**config.mk**
```make
export PLATFORM = sky130hd
export DESIGN_NAME = cubic_joint_trajectory
export DESIGN_NICKNAME = d
export VERILOG_FILES = /design/src/design/cjt_pkg.sv /design/src/design/cjt_blend.sv /design/src/design/cubic_joint_trajectory.sv
export SDC_FILE = /design/constraint.sdc
export NUM_CORES = 2
export LEC_CHECK = 0
export ABC_AREA = 0
export BUFFER_PORTS_ARGS = -buffer_cell sky130_fd_sc_hd__buf_4
export CORE_ASPECT_RATIO = 0.9
export CORE_MARGIN = 2
export CORE_UTILIZATION = 50
export CTS_CLUSTER_DIAMETER = 80
export DETAILED_ROUTE_END_ITERATION = 10
export GPL_TIMING_DRIVEN = 0
export PLACE_DENSITY = 0.75
export SLEW_MARGIN = 20
export SYNTH_ARGS = -nofsm -noshare
export SYNTH_HDL_FRONTEND = slang
export SYNTH_SLANG_ARGS = --single-unit
export TNS_END_PERCENT = 100
```
**constraint.sdc**
```tcl
create_clock -name clk -period 9.3 [get_ports clk]
set_input_delay 1.395 -clock clk [delete_from_list [all_inputs] [get_ports clk]]
set_output_delay 1.395 -clock clk [all_outputs]
set_load 0.02 [all_outputs]
```
**src/design/cjt_pkg.sv**
```systemverilog
// ----------------------------------------------------------------------------
// cjt_pkg
// Shared types and constants of the cubic joint trajectory block.
// ----------------------------------------------------------------------------
`default_nettype none

package cjt_pkg;

    localparam int ANGLE_W   = 8;
    localparam int TIME_W    = 32;
    localparam int DUR_W     = 16;
    localparam int U_W       = 17;
    localparam int SQ_W      = 33;
    localparam int ACC_W     = 48;
    localparam int CNT_W     = 5;

    localparam logic [DUR_W-1:0] DUR_RESET = 16'd1000;
    localparam logic [DUR_W-1:0] DUR_MIN   = 16'd1;
    localparam logic [CNT_W-1:0] DIV_LAST  = 5'd15;
    localparam logic [CNT_W-1:0] MUL_LAST  = 5'd16;
    localparam logic [U_W-1:0]   BLEND_ONE = 17'h10000;
    localparam logic [U_W-1:0]   B_BASE    = 17'd98304;

    typedef enum logic [2:0] {
        ST_IDLE,
        ST_PREP,
        ST_WAIT,
        ST_OUT
    } top_state_t;

    typedef enum logic [2:0] {
        BL_IDLE,
        BL_DIV,
        BL_SQ,
        BL_MUL,
        BL_DONE
    } blend_state_t;

    typedef struct packed {
        logic             start;
        logic [DUR_W-1:0] elapsed;
        logic [DUR_W-1:0] dur;
    } blend_req_t;

    typedef struct packed {
        logic           done;
        logic [U_W-1:0] blend;
    } blend_rsp_t;

endpackage

`default_nettype wire

```
**src/design/cjt_blend.sv**
```systemverilog
// ----------------------------------------------------------------------------
// cjt_blend
// Serial unit: u = elapsed*2^16/dur by restoring division, one bit a cycle,
// then blend = u^2*(3*2^15 - u) / 2^31 by a shift-add multiplier.
// ----------------------------------------------------------------------------
`default_nettype none

module cjt_blend (
    input  wire                  clk,
    input  wire                  rst_n,
    input  cjt_pkg::blend_req_t  req,
    output cjt_pkg::blend_rsp_t  rsp
);

    cjt_pkg::blend_state_t state_reg, state_next;

    logic [cjt_pkg::CNT_W-1:0] cnt_reg, cnt_next;
    logic [cjt_pkg::DUR_W-1:0] dur_reg, dur_next;
    logic [cjt_pkg::U_W-1:0]   rem_reg, rem_next;
    logic [cjt_pkg::U_W-1:0]   u_reg, u_next;
    logic [cjt_pkg::SQ_W-1:0]  sq_reg, sq_next;
    logic [cjt_pkg::U_W-1:0]   b_reg, b_next;
    logic [cjt_pkg::ACC_W-1:0] acc_reg, acc_next;

    logic [cjt_pkg::U_W-1:0]   rem_dbl;
    logic                      rem_ge;
    logic [2*cjt_pkg::U_W-1:0] u_sq;

    assign rem_dbl = {rem_reg[cjt_pkg::U_W-2:0], 1'b0};
    assign rem_ge  = rem_dbl >= {1'b0, dur_reg};
    assign u_sq    = u_reg * u_reg;

    // next state
    always_comb
    begin
        state_next = state_reg;
        case (state_reg)
            cjt_pkg::BL_IDLE:
            begin
                if (req.start)
                begin
                    if (req.elapsed == req.dur)
                        state_next = cjt_pkg::BL_SQ;
                    else
                        state_next = cjt_pkg::BL_DIV;
                end
            end
            cjt_pkg::BL_DIV:
            begin
                if (cnt_reg == cjt_pkg::DIV_LAST)
                    state_next = cjt_pkg::BL_SQ;
            end
            cjt_pkg::BL_SQ:
                state_next = cjt_pkg::BL_MUL;
            cjt_pkg::BL_MUL:
            begin
                if (cnt_reg == cjt_pkg::MUL_LAST)
                    state_next = cjt_pkg::BL_DONE;
            end
            cjt_pkg::BL_DONE:
                state_next = cjt_pkg::BL_IDLE;
            default:
                state_next = cjt_pkg::BL_IDLE;
        endcase
    end

    // datapath and outputs
    always_comb
    begin
        cnt_next = cnt_reg;
        dur_next = dur_reg;
        rem_next = rem_reg;
        u_next   = u_reg;
        sq_next  = sq_reg;
        b_next   = b_reg;
        acc_next = acc_reg;
        case (state_reg)
            cjt_pkg::BL_IDLE:
            begin
                cnt_next = '0;
                dur_next = req.dur;
                rem_next = {1'b0, req.elapsed};
                if (req.elapsed == req.dur)
                    u_next = cjt_pkg::BLEND_ONE;
                else
                    u_next = '0;
            end
            cjt_pkg::BL_DIV:
            begin
                cnt_next = cnt_reg + 1'b1;
                if (rem_ge)
                    rem_next = rem_dbl - {1'b0, dur_reg};
                else
                    rem_next = rem_dbl;
                u_next = {u_reg[cjt_pkg::U_W-2:0], rem_ge};
            end
            cjt_pkg::BL_SQ:
            begin
                cnt_next = '0;
                sq_next  = u_sq[cjt_pkg::SQ_W-1:0];
                b_next   = cjt_pkg::B_BASE - u_reg;
                acc_next = '0;
            end
            cjt_pkg::BL_MUL:
            begin
                cnt_next = cnt_reg + 1'b1;
                b_next   = {b_reg[cjt_pkg::U_W-2:0], 1'b0};
                if (b_reg[cjt_pkg::U_W-1])
                    acc_next = {acc_reg[cjt_pkg::ACC_W-2:0], 1'b0}
                             + cjt_pkg::ACC_W'(sq_reg);
                else
                    acc_next = {acc_reg[cjt_pkg::ACC_W-2:0], 1'b0};
            end
            default:
            begin
            end
        endcase
    end

    assign rsp.done  = state_reg == cjt_pkg::BL_DONE;
    assign rsp.blend = acc_reg[cjt_pkg::ACC_W-1:cjt_pkg::ACC_W-cjt_pkg::U_W];

    always_ff @(posedge clk or negedge rst_n)
    begin
        if (!rst_n)
        begin
            state_reg <= cjt_pkg::BL_IDLE;
            cnt_reg   <= '0;
        end
        else
        begin
            state_reg <= state_next;
            cnt_reg   <= cnt_next;
        end
    end

    always_ff @(posedge clk)
    begin
        dur_reg <= dur_next;
        rem_reg <= rem_next;
        u_reg   <= u_next;
        sq_reg  <= sq_next;
        b_reg   <= b_next;
        acc_reg <= acc_next;
    end

    a_rem_below_dur: assert property (@(posedge clk) disable iff (!rst_n)
        state_reg == cjt_pkg::BL_DIV |-> rem_reg < {1'b0, dur_reg})
        else $error("division remainder not below divisor");

    a_blend_range: assert property (@(posedge clk) disable iff (!rst_n)
        rsp.done |-> rsp.blend <= cjt_pkg::BLEND_ONE)
        else $error("blend above one");

    a_start_idle: assert property (@(posedge clk) disable iff (!rst_n)
        req.start |-> state_reg == cjt_pkg::BL_IDLE)
        else $error("blend started while busy");

endmodule

`default_nettype wire

```
**src/design/cubic_joint_trajectory.sv**
```systemverilog
// ----------------------------------------------------------------------------
// cubic_joint_trajectory
// Per-joint cubic move profile: start + (target - start)*(3u^2 - 2u^3).
// ----------------------------------------------------------------------------
// usage:
//   s_axis carries one request word: joint in tuser, start angle, target
//   angle and millisecond time stamp in tdata. m_axis returns one word per
//   request: angle in 1/256 degree in tdata, move-done flag in tuser.
//   cfg_we/cfg_wdata write the move duration in ms (0 acts as 1).
//   a new target for a joint restarts its move at the given time stamp.
//   path from accept to m_axis_tvalid: once the move is over the target
//   angle goes straight out; when elapsed equals duration only the 17-step
//   shift-add multiplier runs, otherwise the 16-step divider runs before it.
//   one word is worked at a time; the next is taken once the result sits in
//   the output register.
//   a stalled m_axis holds its word; one more result may finish behind it
//   and waits until the output register frees.
//   reset: duration 1000 ms, stored targets and start times zero.
// ----------------------------------------------------------------------------
`default_nettype none

module cubic_joint_trajectory #(
    parameter int NUM_JOINTS = 3
) (
    input  wire         clk,
    input  wire         rst_n,
    input  wire         cfg_we,
    input  wire  [15:0] cfg_wdata,     // duration_ms
    input  wire         s_axis_tvalid,
    output logic        s_axis_tready,
    input  wire  [47:0] s_axis_tdata,  // start_angle, target_angle, now_ms
    input  wire  [1:0]  s_axis_tuser,  // joint
    output logic        m_axis_tvalid,
    input  wire         m_axis_tready,
    output logic [15:0] m_axis_tdata,  // angle_q8
    output logic        m_axis_tuser   // move_done
);

    localparam int JW = (NUM_JOINTS > 1) ? $clog2(NUM_JOINTS) : 1;
    localparam logic [3:0] JMAX = 4'(NUM_JOINTS - 1);

    cjt_pkg::top_state_t state_reg, state_next;

    logic [cjt_pkg::DUR_W-1:0]   dur_cfg_reg;
    logic [JW-1:0]               idx_reg;
    logic [cjt_pkg::ANGLE_W-1:0] start_reg;
    logic [cjt_pkg::ANGLE_W-1:0] tgt_reg;
    logic [cjt_pkg::TIME_W-1:0]  now_reg;
    logic [cjt_pkg::ANGLE_W-1:0] last_tgt_reg [NUM_JOINTS];
    logic [cjt_pkg::TIME_W-1:0]  mst_reg [NUM_JOINTS];
    logic [15:0]                 res_angle_reg, res_angle_next;
    logic                        res_done_reg, res_done_next;
    logic                        m_valid_reg, m_valid_next;
    logic [15:0]                 m_data_reg;
    logic                        m_user_reg;

    logic                        accept;
    logic [3:0]                  jwide;
    logic [3:0]                  jsel;
    logic [cjt_pkg::DUR_W-1:0]   dur_eff;
    logic                        restart;
    logic [cjt_pkg::TIME_W-1:0]  elapsed;
    logic                        late;
    logic                        out_load;
    logic signed [8:0]           diff_s;
    logic signed [17:0]          blend_s;
    logic signed [26:0]          prod;
    logic signed [26:0]          sum;

    cjt_pkg::blend_req_t blend_req;
    cjt_pkg::blend_rsp_t blend_rsp;

    assign accept  = s_axis_tvalid && s_axis_tready;
    assign jwide   = {2'b00, s_axis_tuser};
    assign jsel    = (jwide > JMAX) ? JMAX : jwide;
    assign dur_eff = (dur_cfg_reg == '0) ? cjt_pkg::DUR_MIN : dur_cfg_reg;
    assign restart = last_tgt_reg[idx_reg] != tgt_reg;
    assign elapsed = restart ? '0 : now_reg - mst_reg[idx_reg];
    assign late    = elapsed > {16'b0, dur_eff};

    assign diff_s  = $signed({1'b0, tgt_reg}) - $signed({1'b0, start_reg});
    assign blend_s = $signed({1'b0, blend_rsp.blend});
    assign prod    = 27'(diff_s) * 27'(blend_s);
    assign sum     = $signed({3'b000, start_reg, 16'h0000}) + prod;

    cjt_blend u_blend (
        .clk   (clk),
        .rst_n (rst_n),
        .req   (blend_req),
        .rsp   (blend_rsp)
    );

    // next state
    always_comb
    begin
        state_next = state_reg;
        case (state_reg)
            cjt_pkg::ST_IDLE:
            begin
                if (accept)
                    state_next = cjt_pkg::ST_PREP;
            end
            cjt_pkg::ST_PREP:
            begin
                if (late)
                    state_next = cjt_pkg::ST_OUT;
                else
                    state_next = cjt_pkg::ST_WAIT;
            end
            cjt_pkg::ST_WAIT:
            begin
                if (blend_rsp.done)
                    state_next = cjt_pkg::ST_OUT;
            end
            cjt_pkg::ST_OUT:
            begin
                if (out_load)
                    state_next = cjt_pkg::ST_IDLE;
            end
            default:
                state_next = cjt_pkg::ST_IDLE;
        endcase
    end

    // outputs
    always_comb
    begin
        s_axis_tready     = state_reg == cjt_pkg::ST_IDLE;
        blend_req.start   = (state_reg == cjt_pkg::ST_PREP) && !late;
        blend_req.elapsed = elapsed[cjt_pkg::DUR_W-1:0];
        blend_req.dur     = dur_eff;
        out_load          = (state_reg == cjt_pkg::ST_OUT)
                          && (!m_valid_reg || m_axis_tready);
        res_angle_next    = res_angle_reg;
        res_done_next     = res_done_reg;
        case (state_reg)
            cjt_pkg::ST_PREP:
            begin
                res_angle_next = {tgt_reg, 8'h00};
                res_done_next  = 1'b1;
            end
            cjt_pkg::ST_WAIT:
            begin
                if (blend_rsp.done)
                begin
                    res_angle_next = sum[23:8];
                    res_done_next  = 1'b0;
                end
            end
            default:
            begin
            end
        endcase
        if (out_load)
            m_valid_next = 1'b1;
        else if (m_axis_tready)
            m_valid_next = 1'b0;
        else
            m_valid_next = m_valid_reg;
    end

    assign m_axis_tvalid = m_valid_reg;
    assign m_axis_tdata  = m_data_reg;
    assign m_axis_tuser  = m_user_reg;

    always_ff @(posedge clk or negedge rst_n)
    begin
        if (!rst_n)
        begin
            state_reg   <= cjt_pkg::ST_IDLE;
            dur_cfg_reg <= cjt_pkg::DUR_RESET;
            m_valid_reg <= 1'b0;
            for (int i = 0; i < NUM_JOINTS; i++)
            begin
                last_tgt_reg[i] <= '0;
                mst_reg[i]      <= '0;
            end
        end
        else
        begin
            state_reg   <= state_next;
            m_valid_reg <= m_valid_next;
            if (cfg_we)
                dur_cfg_reg <= cfg_wdata;
            if ((state_reg == cjt_pkg::ST_PREP) && restart)
            begin
                last_tgt_reg[idx_reg] <= tgt_reg;
                mst_reg[idx_reg]      <= now_reg;
            end
        end
    end

    always_ff @(posedge clk)
    begin
        if (accept)
        begin
            idx_reg   <= jsel[JW-1:0];
            start_reg <= s_axis_tdata[7:0];
            tgt_reg   <= s_axis_tdata[15:8];
            now_reg   <= s_axis_tdata[47:16];
        end
        res_angle_reg <= res_angle_next;
        res_done_reg  <= res_done_next;
        if (out_load)
        begin
            m_data_reg <= res_angle_reg;
            m_user_reg <= res_done_reg;
        end
    end

    a_done_on_target: assert property (@(posedge clk) disable iff (!rst_n)
        m_axis_tvalid && m_axis_tuser |-> m_axis_tdata[7:0] == 8'h00)
        else $error("finished move not on a whole degree");

    a_rsp_in_wait: assert property (@(posedge clk) disable iff (!rst_n)
        blend_rsp.done |-> state_reg == cjt_pkg::ST_WAIT)
        else $error("blend result outside wait state");

    a_elapsed_in_range: assert property (@(posedge clk) disable iff (!rst_n)
        blend_req.start |-> blend_req.elapsed <= blend_req.dur)
        else $error("blend started past the duration");

endmodule

`default_nettype wire
```
# Word-level counts from Yosys, hierarchy flattened

Index checks and enable logic that the tools add are counted.

Logic and storage cells: 116
Register bits: 379
Input bits: 71

Bitwise gates (word level): 1
$mul: 2
Add/sub/neg operators: 7
Mux-type cells: 38
Equal/unequal tests: 17
Magnitude comparators: 5
Reduce and logical (&&, ||, !) cells: 21

Operators with widths:

| operator                                                       | count |
|---|---|
| 32-bit two-way mux                                             | 4 |
| 96-bit bitwise mux                                             | 1 |
| 48-bit one-hot mux with 2 select lines                         | 1 |
| 17-bit one-hot mux with 2 select lines                         | 2 |
| 32-bit binary-select mux with 2-bit select                     | 1 |
| 32-bit demux with 2-bit select                                 | 1 |
| 16-bit one-hot mux with 2 select lines                         | 2 |
| 48-bit by 33-bit adder with 48-bit output                      | 1 |
| 16-bit two-way mux                                             | 3 |
| 48-bit two-way mux                                             | 1 |
| 17-bit by 17-bit multiplier with 33-bit output                 | 1 |
| 32-bit by 16-bit greater-than comparator with 1-bit output     | 1 |
| 32-bit subtractor                                              | 1 |
| 24-bit adder                                                   | 1 |
| 24-bit bitwise mux                                             | 1 |
| 9-bit by 18-bit multiplier with 24-bit output                  | 1 |
| 8-bit two-way mux                                              | 3 |
| 3-bit one-hot mux with 4 select lines                          | 2 |
| 3-bit two-way mux                                              | 6 |
| 17-bit by 16-bit greater-or-equal comparator with 1-bit output | 1 |
| 17-bit two-way mux                                             | 1 |
| 17-bit subtractor, first input constant                        | 1 |
| 8-bit binary-select mux with 2-bit select                      | 1 |
| 8-bit demux with 2-bit select                                  | 1 |
| other kinds (29)                                               | 52 |

# Depth between registers and ports, before layout

Depth in word-level cells: 11
Depth in mapped cells: 31

# Hierarchy

A second synthesis with hierarchy kept.

Cells, all modules: 3,301
Area total of the unflattened synthesis: 33,659.8 um2

By module, submodules not included:

| module                 | area each (um2) | cells each | times used |
|---|---|---|---|
| cjt_blend              | 17,434.2        | 1,794      | 1 |
| cubic_joint_trajectory | 16,225.6        | 1,507      | 1 |

# Worst setup path before layout

No wires, ideal clock.

Path type: reg-to-reg
Start: register start_reg[0] (netlist bit)
End: register res_angle_reg[15] (data pin)
Cell stages (with the launch flop): 30
Library setup time: 0.260 ns
Clock period less this slack: 7.188 ns
Path slack: 2.112 ns
Data arrival time: 6.928 ns
Cells stage by stage: edfxtp_1 -> ha_1 -> fa_1 -> nor2b_1 -> o21ai_0 -> a21boi_0 -> o21ai_0 -> nand2b_1 -> xor2_1 -> clkbuf_1 -> nand2_1 -> fa_1 -> fa_1 -> inv_1 -> fa_1 -> fa_1 -> inv_1 -> fa_1 -> inv_1 -> ha_1 -> nand2_1 -> or4_1 -> a21oi_1 -> o21ai_1 -> a31oi_1 -> nand4_1 -> nand4_1 -> a31oi_1 -> xnor3_1 -> mux2_2

Word-level cells in the longest chain between the ends: 5

Ends and longest elaborated chain:

| item                                          | line                          | text |
|---|---|---|
| start: declaration                            | cubic_joint_trajectory.sv:46  | `logic [cjt_pkg::ANGLE_W-1:0] start_reg;` |
| start signal: assignment                      | cubic_joint_trajectory.sv:198 | `start_reg <= s_axis_tdata[7:0];` |
| 8-bit by 8-bit subtractor with 9-bit output   | cubic_joint_trajectory.sv:81  | `assign diff_s = $signed({1'b0, tgt_reg}) - $signed({1'b0, start_reg});` |
| 9-bit by 18-bit multiplier with 24-bit output | cubic_joint_trajectory.sv:83  | `assign prod = 27'(diff_s) * 27'(blend_s);` |
| 24-bit adder *                                | cubic_joint_trajectory.sv:84  | `assign sum = $signed({3'b000, start_reg, 16'h0000}) + prod;` |
| 16-bit two-way mux *                          | cubic_joint_trajectory.sv:144 | `if (blend_rsp.done)` |
| 16-bit one-hot mux with 2 select lines *      | cubic_joint_trajectory.sv:136 | `case (state_reg)` |
| named net res_angle_next[15]                  | cubic_joint_trajectory.sv:51  | `logic [15:0] res_angle_reg, res_angle_next;` |
| end signal: assignment                        | cubic_joint_trajectory.sv:202 | `res_angle_reg <= res_angle_next;` |
| end: declaration                              | cubic_joint_trajectory.sv:51  |  |

The timed path passes the listed nets; every way through them passes the cells marked *. The select of a mux whose other input is x is not followed.
A chain may end at the register's enable or synchronous reset.

# Worst setup path after layout

Start: register tgt_reg[0] (netlist bit)
End: register res_angle_reg[15] (data pin)

Word-level cells in the longest chain between the ends: 5

Ends and longest elaborated chain:

| item                                          | line                          | text |
|---|---|---|
| start: declaration                            | cubic_joint_trajectory.sv:47  | `logic [cjt_pkg::ANGLE_W-1:0] tgt_reg;` |
| start signal: assignment                      | cubic_joint_trajectory.sv:199 | `tgt_reg <= s_axis_tdata[15:8];` |
| 8-bit by 8-bit subtractor with 9-bit output   | cubic_joint_trajectory.sv:81  |  |
| 9-bit by 18-bit multiplier with 24-bit output | cubic_joint_trajectory.sv:83  |  |
| 24-bit adder                                  | cubic_joint_trajectory.sv:84  |  |
| 16-bit two-way mux                            | cubic_joint_trajectory.sv:144 |  |
| 16-bit one-hot mux with 2 select lines        | cubic_joint_trajectory.sv:136 |  |
| named net res_angle_next[15]                  | cubic_joint_trajectory.sv:51  |  |

The timed path passes the listed nets, and every way through them passes these cells. The select of a mux whose other input is x is not followed.

==> qor.yml <==
run_status:
  outcome: "finished clean"
synth:
  synth.most_common_cell: "inv_1"
  synth_top_area_cell: "edfxtp_1"
  synth_flop_cell: "edfxtp_1"
  syn_area_per_cell_sq_um: 10.2
  synthCells: 3237
  synth_top_cells_by_area: "edfxtp_1 21%, fa_1 19%, dfrtp_1 11%, ha_1 9.9%, inv_1 5.0%"
  synth_edf_count: 230
  synthArstFlopShare_pct: 39.0
  syn_nets: 3877
  seq_area_frac_synth_pct: 32.2
  netlist.area_leader.share_pct: 21.0
  syn_area_sq_um: 32900
  ys_ff_latch: 377
  yosysWarnings: 0
  synth_commonest_cells: "438 x inv_1, 308 x fa_1, 261 x ha_1, 256 x nand2_1, 230 x edfxtp_1"
  synth.distinct_cells: 86
finish:
  syn_to_final_growth_pct: 10.1
  fill_cells: 5552
  final_nets: 4015
  drive_gt1_share_pct: 10.0
  largest_register_ffs: 96
critical_path:
  cpPeakStageDelay_ns: 0.55
  arrival_ns: 8.91
  critPathKind: "reg2reg"
  critPathMaxFanout: 10
  crit_path_frequent_cell: "fa_1"
  end_kind: "flop"
  cp_slowest_cell: "fa_1"
  regToRegSetupSlack_ns: 0.70
  start_kind: "flop"
  cp_data_required_time_ns: 9.61
placement:
  port_buffers: 89
  hpwl_microns: 58100
  place_congestion: 0.931
clock_network:
  cts_sinks: 377
  cts_buffers: 39
  clk_pin_slew_ns: 0.06
  clockRootBuffer: "clkbuf_16"
  cts_tree: "yes"
  cts-htree-levels: 2
  post-cts-setup-buffers: 0
  clock_latency_ns: 0.57
  cts_buffer_depth: 3
routing:
  drt-vias-per-instance: 5.52
  via_count: 23558
  drc_errors: 0
  drtIter0Drc: 1866
  avgRoutedWirePerCell_microns: 17.6
  firstDrtPassIters: 7
  wl_microns: 75000
  drtAntennaViolNets: 0
die:
  start_util_pct: 50.4
  rows: 89
  die_y_microns: 247
  dieArea_sq_um: 67900
  ioPinCount: 90
  die_w_microns: 274
  core_sq_um: 65400
sta:
  post-route-period-util_pct: 92.5
  timing.setup.tns_ns: 0
  fin_worst_skew_ns: 0.0296
  rsz0062_at_grt: "no"
  slew_viol_final: 0
  relSlewSlack_pct: 36.5
  worst_pin_slew_ns: 0.953
  setup_viol: 0
  finalHoldViolCount: 0
  period_minus_slack_ns: 8.60
  max_freq_mhz: 116
grt:
  grt_max_degree: 98
  grt_antenna_before_repair: 0
  grt_overflow: 0
  grt_pass1_vias: 24007
  grt_pass1_wl_microns: 123000
  track_usage_pct: 22.5
flow_run:
  maxCapViolCount: 0
hold_path:
  hold_class: "reg2reg"
-- kinds of logic (layout without fill, tap and decap cells) --
| group | after synthesis | after routing | synth area share (%) |
|---|---|---|---|
| AO/OA/AOI/OAI | 507 | 507 | 9.61 |
| other | 0 | 1 | 0 |
| AND/OR/NAND/NOR | 875 | 875 | 13.0 |
| buffers and inverters | 584 | 752 | 6.71 |
| XOR/XNOR | 135 | 135 | 3.63 |
| flip-flops | 377 | 377 | 32.2 |
| adder cells (fa/ha/maj) | 569 | 569 | 28.6 |
| multiplexers | 190 | 190 | 6.23 |
-- critical path: cells and delay by family, from the launching register on --
family                     cells  cell delay (ns)
adders and majority gates      8             3.56
AOI/OAI and AO/OA              7             1.34
and+or+nand+nor                7             1.31
buffers and inverters          5             0.80
xor gates and xnor gates       2             0.62
DFF                            1             0.43
muxes                          1             0.27
-- metrics by stage --
| step | cells | util, % | worst slack (ns) | cell area [sq um] | hold WS (ns) |
|---|---|---|---|---|---|
| 2_1_floorplan | 3237 | - | 2.11 | 32900 | 0.400 |
| 3_3_place_gp | 4190 | 53.0 | 0.680 | 34700 | 0.401 |
| 3_5_place_dp | 4198 | 53.3 | 0.576 | 34900 | 0.406 |
| 4_1_cts | 4269 | 55.4 | 0.532 | 36200 | 0.420 |
| 5_1_grt | 4269 | 55.5 | 0.197 | 36200 | 0.423 |
| 6_report | 4270 | 55.5 | 0.699 | 36200 | 0.418 |
-- metal layers --
metal,GRT usage [%],up-vias,wire (microns)
met5,0.711,-,61
met4,6.25,2,1990
met3,3.56,127,4640
met2,36.5,663,34800
met1,31.5,11689,33400
li1,-,11077,-
-- cells in the final DEF, fill, tap and decap left out, types with 53 or more instances in the layout --
| cell type | instances |
|---|---|
| a21oi_1 | 167 |
| and2_1 | 126 |
| buf_4 | 89 |
| clkbuf_1 | 125 |
| dfrtp_1 | 141 |
| edfxtp_1 | 230 |
| fa_1 | 308 |
| ha_1 | 261 |
| inv_1 | 438 |
| mux2_2 | 119 |
| mux2i_1 | 71 |
| nand2_1 | 256 |
| nand2b_1 | 53 |
| nor2_1 | 223 |
| o21ai_0 | 143 |
| xnor2_1 | 92 |
-- layout make-up --
type,instances,area (sq um),share of cell area (%)
buffer,139,539,1.49
inverter,445,1670,4.61
clock inverter,23,288,0.794
sequential,377,10600,29.2
clock buffer,48,1080,2.99
multi-input combinational,2276,20200,55.6
tap,864,1080,2.98
timing repair buffer,97,830,2.29
antenna,1,2.50,0.00690
-- timing repair --
| item | in CTS | in global routing |
|---|---|---|
| resized for setup | 0 | 1 |
| hold buffers | 0 | 0 |
| setup endpoints to repair | 0 | 1 |
-- final timing paths --
path,from,endpoint,cells past startpoint
max,tgt_reg[0],res_angle_reg[15],30
min,res_angle_reg[0],m_axis_tdata[0],0
max reg2reg,tgt_reg[0],res_angle_reg[15],30
min reg2reg,res_angle_reg[0],m_axis_tdata[0],0
max in group asynchronous,rst_n,dur_cfg_reg[7],2
min in group asynchronous,rst_n,mst_reg[78],1
Power is left out: the tool's default activity adds up to more than one toggle a clock period on the data nets, which glitch-free logic cannot reach.
